### src/rtl/core/kmd_pkg.sv
// Shared types and constants for the key matrix debouncer.
// No dependencies; the interfaces, the top level and kmd_step import this package.
package kmd_pkg;

   localparam int ROW_W  = 3;
   localparam int COL_W  = 3;
   localparam int TIME_W = 32;
   localparam int DB_W   = 16;

   localparam logic [DB_W-1:0] DB_RESET = 16'd5;

   // One stored entry per key: last raw level, accepted level, change time.
   typedef struct packed {
      logic              last_raw;
      logic              stable_level;
      logic [TIME_W-1:0] change_time;
   } kmd_entry_type;

   // Outcome of one per-key update.
   typedef struct packed {
      kmd_entry_type entry;
      logic          level;
      logic          changed;
   } kmd_step_type;

endpackage

### src/rtl/core/kmd_req_if.sv
// Input channel of the key matrix debouncer: one sampled key per beat.
// Depends on kmd_pkg for the field widths.
interface kmd_req_if import kmd_pkg::*; ();
   logic              valid;
   logic              ready;
   logic [ROW_W-1:0]  key_row;
   logic [COL_W-1:0]  key_col;
   logic              raw_level;
   logic [TIME_W-1:0] now_ms;

   modport source (output valid, key_row, key_col, raw_level, now_ms, input ready);
   modport sink   (input valid, key_row, key_col, raw_level, now_ms, output ready);
endinterface

### src/rtl/core/kmd_rsp_if.sv
// Result channel of the key matrix debouncer: one debounced key per beat.
// Depends on kmd_pkg for the field widths.
interface kmd_rsp_if import kmd_pkg::*; ();
   logic             valid;
   logic             ready;
   logic [ROW_W-1:0] out_row;
   logic [COL_W-1:0] out_col;
   logic             accepted_level;
   logic             level_changed;

   modport source (output valid, out_row, out_col, accepted_level, level_changed,
                   input ready);
   modport sink   (input valid, out_row, out_col, accepted_level, level_changed,
                   output ready);
endinterface

### src/rtl/core/key_matrix_debounce.sv
// Key matrix debouncer top level. An accepted input beat is registered in the working
// stage, then its result beat in the result register; throughput is one beat per cycle
// while the result channel does not stall, set by the single read-modify-write of the
// per-key state RAM with write-back forwarding. Synchronous reset clears all per-key
// state through per-key valid bits and loads debounce_ms with 5. Depends on kmd_pkg,
// kmd_req_if, kmd_rsp_if, kmd_ram and kmd_step.
module key_matrix_debounce import kmd_pkg::*; #(
   parameter int KEY_ROWS = 8,
   parameter int KEY_COLS = 8
) (
   input  logic            clock,
   input  logic            reset,
   kmd_req_if.sink         req_chan,
   kmd_rsp_if.source       rsp_chan,
   input  logic            csr_we,
   input  logic [DB_W-1:0] csr_wdata
);

   // Only rows and columns that the index fields can address hold state.
   localparam int ROWS_EFF  = (KEY_ROWS < (1 << ROW_W)) ? KEY_ROWS : (1 << ROW_W);
   localparam int COLS_EFF  = (KEY_COLS < (1 << COL_W)) ? KEY_COLS : (1 << COL_W);
   localparam int KEY_COUNT = ROWS_EFF * COLS_EFF;
   localparam int IDX_W     = (KEY_COUNT > 1) ? $clog2(KEY_COUNT) : 1;
   localparam int LIN_W     = ROW_W + COL_W + 1;
   localparam int ENTRY_W   = $bits(kmd_entry_type);

   logic [DB_W-1:0]   db_ff;

   logic              s1_valid_ff, s1_valid_in;
   logic              s1_hit_ff;
   logic [ROW_W-1:0]  s1_row_ff;
   logic [COL_W-1:0]  s1_col_ff;
   logic              s1_raw_ff;
   logic [TIME_W-1:0] s1_now_ff;
   logic [IDX_W-1:0]  s1_idx_ff;

   logic              wb_valid_ff, wb_valid_in;
   logic [IDX_W-1:0]  wb_idx_ff;
   kmd_entry_type     wb_entry_ff;

   logic [KEY_COUNT-1:0] valid_ff, valid_in;

   logic              rsp_valid_ff, rsp_valid_in;
   logic [ROW_W-1:0]  rsp_row_ff;
   logic [COL_W-1:0]  rsp_col_ff;
   logic              rsp_level_ff;
   logic              rsp_changed_ff;

   logic              rsp_free;
   logic              s1_adv;
   logic              req_acc;
   logic              req_hit;
   logic [LIN_W-1:0]  req_lin;
   logic [IDX_W-1:0]  req_idx;
   logic              wr_en;
   logic [ENTRY_W-1:0] rd_data;
   kmd_entry_type     cur_entry;
   kmd_step_type      step;

   assign rsp_free       = !rsp_valid_ff || rsp_chan.ready;
   assign s1_adv         = s1_valid_ff && rsp_free;
   assign req_chan.ready = !s1_valid_ff || rsp_free;
   assign req_acc        = req_chan.valid && req_chan.ready;

   assign req_hit = ({1'b0, req_chan.key_row} < (ROW_W+1)'(ROWS_EFF))
                 && ({1'b0, req_chan.key_col} < (COL_W+1)'(COLS_EFF));
   assign req_lin = LIN_W'(req_chan.key_row) * LIN_W'(COLS_EFF)
                  + LIN_W'(req_chan.key_col);
   assign req_idx = req_lin[IDX_W-1:0];

   assign wr_en = s1_adv && s1_hit_ff;

   kmd_ram #(
      .WIDTH (ENTRY_W),
      .DEPTH (KEY_COUNT)
   ) u_state_ram (
      .clock   (clock),
      .wr_en   (wr_en),
      .wr_addr (s1_idx_ff),
      .wr_data (step.entry),
      .rd_en   (req_acc),
      .rd_addr (req_idx),
      .rd_data (rd_data)
   );

   // The RAM read for this beat may have happened at the edge that stored the
   // previous write, so that write is forwarded from the write-back register.
   always_comb begin
      cur_entry = '0;
      if (s1_hit_ff) begin
         if (wb_valid_ff && (wb_idx_ff == s1_idx_ff)) begin
            cur_entry = wb_entry_ff;
         end else if (valid_ff[s1_idx_ff]) begin
            cur_entry = kmd_entry_type'(rd_data);
         end
      end
   end

   kmd_step u_step (
      .cur         (cur_entry),
      .raw_level   (s1_raw_ff),
      .now_ms      (s1_now_ff),
      .debounce_ms (db_ff),
      .result      (step)
   );

   always_comb begin
      s1_valid_in  = s1_valid_ff;
      wb_valid_in  = wb_valid_ff;
      valid_in     = valid_ff;
      rsp_valid_in = rsp_valid_ff;
      if (s1_adv) begin
         s1_valid_in = 1'b0;
      end
      if (req_acc) begin
         s1_valid_in = 1'b1;
      end
      if (wr_en) begin
         wb_valid_in         = 1'b1;
         valid_in[s1_idx_ff] = 1'b1;
      end
      if (rsp_chan.ready) begin
         rsp_valid_in = 1'b0;
      end
      if (s1_adv) begin
         rsp_valid_in = 1'b1;
      end
   end

   always_ff @(posedge clock) begin
      if (reset) begin
         db_ff        <= DB_RESET;
         s1_valid_ff  <= 1'b0;
         wb_valid_ff  <= 1'b0;
         valid_ff     <= '0;
         rsp_valid_ff <= 1'b0;
      end else begin
         if (csr_we) begin
            db_ff <= csr_wdata;
         end
         s1_valid_ff  <= s1_valid_in;
         wb_valid_ff  <= wb_valid_in;
         valid_ff     <= valid_in;
         rsp_valid_ff <= rsp_valid_in;
      end
   end

   always_ff @(posedge clock) begin
      if (req_acc) begin
         s1_hit_ff <= req_hit;
         s1_row_ff <= req_chan.key_row;
         s1_col_ff <= req_chan.key_col;
         s1_raw_ff <= req_chan.raw_level;
         s1_now_ff <= req_chan.now_ms;
         s1_idx_ff <= req_idx;
      end
      if (wr_en) begin
         wb_idx_ff   <= s1_idx_ff;
         wb_entry_ff <= step.entry;
      end
      if (s1_adv) begin
         rsp_row_ff     <= s1_row_ff;
         rsp_col_ff     <= s1_col_ff;
         rsp_level_ff   <= s1_hit_ff && step.level;
         rsp_changed_ff <= s1_hit_ff && step.changed;
      end
   end

   assign rsp_chan.valid          = rsp_valid_ff;
   assign rsp_chan.out_row        = rsp_row_ff;
   assign rsp_chan.out_col        = rsp_col_ff;
   assign rsp_chan.accepted_level = rsp_level_ff;
   assign rsp_chan.level_changed  = rsp_changed_ff;

   // A beat for a key outside the matrix reports a low, unchanged level.
   a_outside_quiet: assert property (@(posedge clock) disable iff (reset)
      rsp_valid_ff && (({1'b0, rsp_row_ff} >= (ROW_W+1)'(ROWS_EFF))
                    || ({1'b0, rsp_col_ff} >= (COL_W+1)'(COLS_EFF)))
      |-> !rsp_level_ff && !rsp_changed_ff)
      else $error("key outside the matrix reported a level");

   // A beat held in the working stage is not lost while the result waits.
   a_stage_holds: assert property (@(posedge clock) disable iff (reset)
      s1_valid_ff && !rsp_free |=> s1_valid_ff && $stable(s1_idx_ff)
                                  && $stable(s1_now_ff))
      else $error("working stage overwritten during a stall");

   // Per-key valid bits only ever get set between resets.
   a_valid_grows: assert property (@(posedge clock) disable iff (reset)
      !reset |=> $countones(valid_ff) >= $past($countones(valid_ff)))
      else $error("per-key valid bit cleared without reset");

   // State is only written while a result is being produced.
   a_write_makes_result: assert property (@(posedge clock) disable iff (reset)
      wr_en |=> rsp_valid_ff && wb_valid_ff)
      else $error("state write without a result beat");

endmodule

### src/rtl/core/kmd_ram.sv
// Generic single-write, single-read RAM with a registered read port.
// No dependencies; contents are not reset.
module kmd_ram #(
   parameter int WIDTH = 8,
   parameter int DEPTH = 16
) (
   input  logic                                 clock,
   input  logic                                 wr_en,
   input  logic [(DEPTH > 1 ? $clog2(DEPTH) : 1)-1:0] wr_addr,
   input  logic [WIDTH-1:0]                     wr_data,
   input  logic                                 rd_en,
   input  logic [(DEPTH > 1 ? $clog2(DEPTH) : 1)-1:0] rd_addr,
   output logic [WIDTH-1:0]                     rd_data
);

   logic [WIDTH-1:0] mem_ff [DEPTH];
   logic [WIDTH-1:0] rd_data_ff;

   always_ff @(posedge clock) begin
      if (wr_en) begin
         mem_ff[wr_addr] <= wr_data;
      end
      if (rd_en) begin
         rd_data_ff <= mem_ff[rd_addr];
      end
   end

   assign rd_data = rd_data_ff;

endmodule

### src/rtl/core/kmd_step.sv
// Per-key debounce update: compares the raw level with the stored entry
// and decides the new entry and accepted level. Depends on kmd_pkg.
module kmd_step import kmd_pkg::*; (
   input  kmd_entry_type     cur,
   input  logic              raw_level,
   input  logic [TIME_W-1:0] now_ms,
   input  logic [DB_W-1:0]   debounce_ms,
   output kmd_step_type      result
);

   logic [TIME_W-1:0] elapsed;
   logic              settled;

   assign elapsed = now_ms - cur.change_time;
   assign settled = elapsed > {{(TIME_W-DB_W){1'b0}}, debounce_ms};

   always_comb begin
      result.entry   = cur;
      result.changed = 1'b0;
      if (cur.last_raw != raw_level) begin
         result.entry.last_raw    = raw_level;
         result.entry.change_time = now_ms;
      end else if (settled && (cur.stable_level != raw_level)) begin
         result.entry.stable_level = raw_level;
         result.changed            = 1'b1;
      end
      result.level = result.entry.stable_level;
   end

endmodule
### src/flat_wrapper.sv
// flat-port wrapper written by rule: the top's interface ports become plain ports
module key_matrix_debounce_flat import kmd_pkg::*;
#(
   parameter int KEY_ROWS = 8,
   parameter int KEY_COLS = 8
)
  (clock, reset, csr_we, csr_wdata, req_chan_valid, req_chan_key_row, req_chan_key_col, req_chan_raw_level, req_chan_now_ms, req_chan_ready, rsp_chan_valid, rsp_chan_out_row, rsp_chan_out_col, rsp_chan_accepted_level, rsp_chan_level_changed, rsp_chan_ready);
  kmd_req_if req_chan_i ();
  kmd_rsp_if rsp_chan_i ();
  input  logic clock;
  input  logic reset;
  input  logic csr_we;
  input  logic [DB_W-1:0] csr_wdata;
  input wire logic [$bits(req_chan_i.valid)-1:0] req_chan_valid;
  input wire logic [$bits(req_chan_i.key_row)-1:0] req_chan_key_row;
  input wire logic [$bits(req_chan_i.key_col)-1:0] req_chan_key_col;
  input wire logic [$bits(req_chan_i.raw_level)-1:0] req_chan_raw_level;
  input wire logic [$bits(req_chan_i.now_ms)-1:0] req_chan_now_ms;
  output wire logic [$bits(req_chan_i.ready)-1:0] req_chan_ready;
  output wire logic [$bits(rsp_chan_i.valid)-1:0] rsp_chan_valid;
  output wire logic [$bits(rsp_chan_i.out_row)-1:0] rsp_chan_out_row;
  output wire logic [$bits(rsp_chan_i.out_col)-1:0] rsp_chan_out_col;
  output wire logic [$bits(rsp_chan_i.accepted_level)-1:0] rsp_chan_accepted_level;
  output wire logic [$bits(rsp_chan_i.level_changed)-1:0] rsp_chan_level_changed;
  input wire logic [$bits(rsp_chan_i.ready)-1:0] rsp_chan_ready;
  assign req_chan_i.valid = req_chan_valid;
  assign req_chan_i.key_row = req_chan_key_row;
  assign req_chan_i.key_col = req_chan_key_col;
  assign req_chan_i.raw_level = req_chan_raw_level;
  assign req_chan_i.now_ms = req_chan_now_ms;
  assign req_chan_ready = req_chan_i.ready;
  assign rsp_chan_valid = rsp_chan_i.valid;
  assign rsp_chan_out_row = rsp_chan_i.out_row;
  assign rsp_chan_out_col = rsp_chan_i.out_col;
  assign rsp_chan_accepted_level = rsp_chan_i.accepted_level;
  assign rsp_chan_level_changed = rsp_chan_i.level_changed;
  assign rsp_chan_i.ready = rsp_chan_ready;
  key_matrix_debounce #(.KEY_ROWS(KEY_ROWS), .KEY_COLS(KEY_COLS)) u_core (.clock(clock), .reset(reset), .req_chan(req_chan_i), .rsp_chan(rsp_chan_i), .csr_we(csr_we), .csr_wdata(csr_wdata));
endmodule
### config.mk
export PLATFORM = sky130hd
export DESIGN_NAME = key_matrix_debounce_flat
export DESIGN_NICKNAME = d
export VERILOG_FILES = /design/src/rtl/core/kmd_pkg.sv /design/src/rtl/core/kmd_req_if.sv /design/src/rtl/core/kmd_rsp_if.sv /design/src/rtl/core/key_matrix_debounce.sv /design/src/rtl/core/kmd_ram.sv /design/src/rtl/core/kmd_step.sv /design/src/flat_wrapper.sv
export SDC_FILE = /design/constraint.sdc
export NUM_CORES = 2
export LEC_CHECK = 0
export ABC_AREA = 1
export BUFFER_PORTS_ARGS = -buffer_cell sky130_fd_sc_hd__clkbuf_2
export CAP_MARGIN = 20
export CELL_PAD_IN_SITES_DETAIL_PLACEMENT = 1
export CELL_PAD_IN_SITES_GLOBAL_PLACEMENT = 1
export CORE_ASPECT_RATIO = 1.5
export CORE_MARGIN = 2
export CORE_UTILIZATION = 45
export CTS_BUF_LIST = sky130_fd_sc_hd__clkbuf_8
export DETAILED_ROUTE_END_ITERATION = 10
export HOLD_SLACK_MARGIN = 0.08
export PLACE_DENSITY = 0.77
export SETUP_SLACK_MARGIN = 0.15
export SYNTH_ARGS = -nofsm -noshare
export SYNTH_HDL_FRONTEND = slang
export SYNTH_SLANG_ARGS = --single-unit
### constraint.sdc
create_clock -name clock -period 8.47 [get_ports clock]
set_input_delay 0.847 -clock clock [delete_from_list [all_inputs] [get_ports clock]]
set_output_delay 0.847 -clock clock [all_outputs]
set_load 0.03 [all_outputs]
==> impl_metrics.json <==
{
  "status": "finished clean",
  "gr-total-overflow": 0,
  "netlist_instances": 7593,
  "r2r_start": "u_core.s1_idx_ff[0]",
  "min_from": "csr_we",
  "top_usage_layer": "met2",
  "grt_pass1_vias": 70200,
  "drv_slew": 0,
  "clock-sinks": 2373,
  "finalSetupTns_ps": 0,
  "cts_tree": "done",
  "cts_setup_buffers": 0,
  "ant_nets": 0,
  "wirelength_mm": 306,
  "yosys_warnings": 0,
  "slowest_stage": "a31oi_1",
  "dieWidth_um": 379,
  "port_buffers": 69,
  "coreArea_mm2": 0.210,
  "synth.avg_cell_area_um2": 12.5,
  "dp.cells": 10100,
  "critical_path_class": "flip-flop to flip-flop",
  "layoutNonFillerInstCount": 10800,
  "fin_area_mm2": 0.106,
  "num_rows": 206,
  "power-per-cell-area_mw_per_mm2": 224,
  "die_y_um": 566,
  "crit_fanout": 58,
  "whs_path_depth": 2,
  "critical_path_arrival_ps": 7820,
  "dpl.hpwl_mm": 175,
  "syn_nets": 7700,
  "timing.slew.headroom_pct": 18.5,
  "clkSlewWorstSetupHoldPaths_ps": 70,
  "io_pins": 70,
  "hold_viol": 0,
  "placed_cell_area_mm2": 0.0990,
  "clockRootBuffer": "clkbuf_8",
  "postLayoutSetupSlackWorst_ps": 1310,
  "vdd_drop_max_uv": 182,
  "dpl_worst_slack_ps": 840,
  "layout_common_cells": "edfxtp_1, nor2_1, o21ai_0",
  "clockBufferDepth": 4,
  "num-fill-cells": 21400,
  "initial_core_util_pct": 45.2,
  "drive_gt1_share_pct": 10.1,
  "synth_area_mm2": 0.0948,
  "r2r_end": "u_core.u_state_ram.mem_ff[43][32]",
  "die_area_mm2": 0.214,
  "ys_seq_elements": 2373,
  "cts_buffers": 339,
  "reg2reg_depth": 35,
  "critPathMostFrequentCell": "nand2_1",
  "htree_levels": 5,
  "maxCapViolCount": 0,
  "final_common_cell": "edfxtp_1",
  "timing.fmax_mhz": 140,
  "vias": 66400,
  "drt-wirelength-per-cell_um": 28.4,
  "antenna_found_initial": 12,
  "min_to": "u_core.db_ff[2]",
  "cp-startpoint": "u_core.s1_idx_ff[0]",
  "ys_seq_area_share_pct": 74.3,
  "grt_pass1_wl_mm": 447,
  "viasPerCell": 6.17,
  "crit_required_ps": 9130,
  "drtPass1Iterations": 6,
  "hp-class": "input pin to flip-flop",
  "setup_viol": 0,
  "grt_max_degree": 184,
  "gr-usage-met3_pct": 4.34,
  "p_leak_uw": 0.0350,
  "clk_latency_ps": 970,
  "area_growth_pct": 11.4,
  "use_met1_pct": 33.7,
  "crit_path_max_incr_delay_ps": 520,
  "grt_use_met2_pct": 48.8,
  "clock_skew_ps": 66.8,
  "min_period_ps": 7160,
  "nets": 7805,
  "r2r_slack_ps": 1310,
  "cp-start-kind": "flip-flop",
  "grt_usage_pct": 28.0,
  "drt_iter0_drc": 7354,
  "drc": 0,
  "ys_types": 47,
  "gp_congestion": 0.851,
  "worst_pin_slew_ps": 1220,
  "post-route-period-util_pct": 84.6,
  "critPathCaptureType": "flip-flop",
  "rsz0062_at_grt": "false"
}
[power breakdown]
part	total [µW]	internal [µW]	leakage, µW	switching [µW]
sequential	13100	13100	0.0221	34.7
combinational	1880	442	0.00936	1440
clock	8580	4190	0.00349	4390
total	23600	17700	0.0350	5870
[cells by family (layout without fill, tap and decap cells)]
kind of cell             Yosys count  after routing  share of synthesized area [%]
adder cells (fa/ha/maj)           47             47                          0.628
flip-flops                      2373           2373                           74.3
XOR/XNOR                          18             18                          0.166
AO/OA/AOI/OAI                   2271           2271                           13.1
AND/OR/NAND/NOR                 2236           2236                           9.15
buffers and inverters            648           1006                           2.63
other                              0              5                              0
[metrics by stage]
step | util, % | hold WS [ps] | power (µW)
floorplan | - | 428 | 14500
global placement | 47.2 | 444 | 15100
detailed placement | 47.2 | 453 | 15200
CTS | 50.3 | 82.7 | 23700
global route | 50.3 | 165 | 24300
finish | 50.3 | 151 | 23600
[critical path, delay by kind of cell, from the launching register on]
kind,cells,cell delay [ps]
AO/OA/AOI/OAI,7,2070
XOR/XNOR,1,100
adder cells (fa/ha/maj),2,720
flip-flops,1,330
buffers and inverters,4,1190
AND/OR/NAND/NOR,21,2370
[how the worst max path moves through the flow]
stage / endpoint / depth (start not counted)
2_1_floorplan: u_core.u_state_ram.mem_ff[0][10] / 18
3_3_place_gp: u_core.u_state_ram.mem_ff[37][32] / 34
3_5_place_dp: u_core.u_state_ram.mem_ff[34][32] / 34
4_1_cts: u_core.u_state_ram.mem_ff[28][32] / 34
5_1_grt: u_core.u_state_ram.mem_ff[4][32] / 35
6_report: u_core.u_state_ram.mem_ff[43][32] / 35
[registers in the layout (all words and copies together), names as in the netlist, 2 cells and up]
register and cells:
u_core.u_state_ram.mem_ff 2176, u_core.s1_now_ff 32, u_core.rsp_chan.out_row 3, u_core.u_state_ram.rd_data 34
u_core.wb_entry_ff 34, u_core.db_ff 16, u_core.rsp_chan.out_col 2, u_core.s1_idx_ff 6
u_core.valid_ff 64
[routing by layer]
metal	routed length (µm)	share of wire [%]	vias up
met2	156000	51	3346
met1	112000	36	34000
li1	-	-	28200
met5	27	0.0088	-
met3	23500	7.7	873
met4	14900	4.9	4
[final cells by class]
type / instances / area, µm² / share of cell area (%)
Tap cell: 2808 / 3510 / 3.33
Antenna cell: 5 / 12.5 / 0.0119
Clock inverter: 247 / 1390 / 1.32
Inverter: 137 / 542 / 0.513
Clock buffer: 347 / 4780 / 4.52
Multi-Input combinational cell: 4572 / 22700 / 21.5
Timing Repair Buffer: 275 / 2180 / 2.07
Sequential cell: 2373 / 70400 / 66.7
[cell usage after synthesis (all sizes together)]
cell	n	area, µm²
nand4	13	81.3
a21oi	82	410
edfxtp	2290	68800
ha	46	576
a32oi	1	8.76
o221ai	3	26.3
buf	35	196
o21bai	2	15.0
xnor2	5	43.8
dfxtp	83	1660
a22o	1	8.76
a221oi	1	8.76
clkbuf	476	1790
or2	7	43.8
nor3	17	85.1
o31ai	1	7.51
o21ai	1450	7260
xor2	13	114
nor4	2	12.5
o22ai	664	4150
o211ai	6	45.0
and2	1	6.26
a31oi	3	18.8
nand3b	5	37.5
nand3	64	335
a2111oi	1	8.76
nand2	363	1420
clkinv	1	3.75
a211oi	4	30.0
o32ai	49	429
a21boi	1	7.51
inv	136	510
a21o	2	15.0
fa	1	20.0
nor2	1763	6650
nor3b	1	7.51
[repair_timing]
item                                    CTS  global route
hold buffers                             35             0
resized for setup                         0             0
endpoints found under the setup margin    0             0
endpoints found under the hold margin    35             0
(Power assumes the default switching activity.)
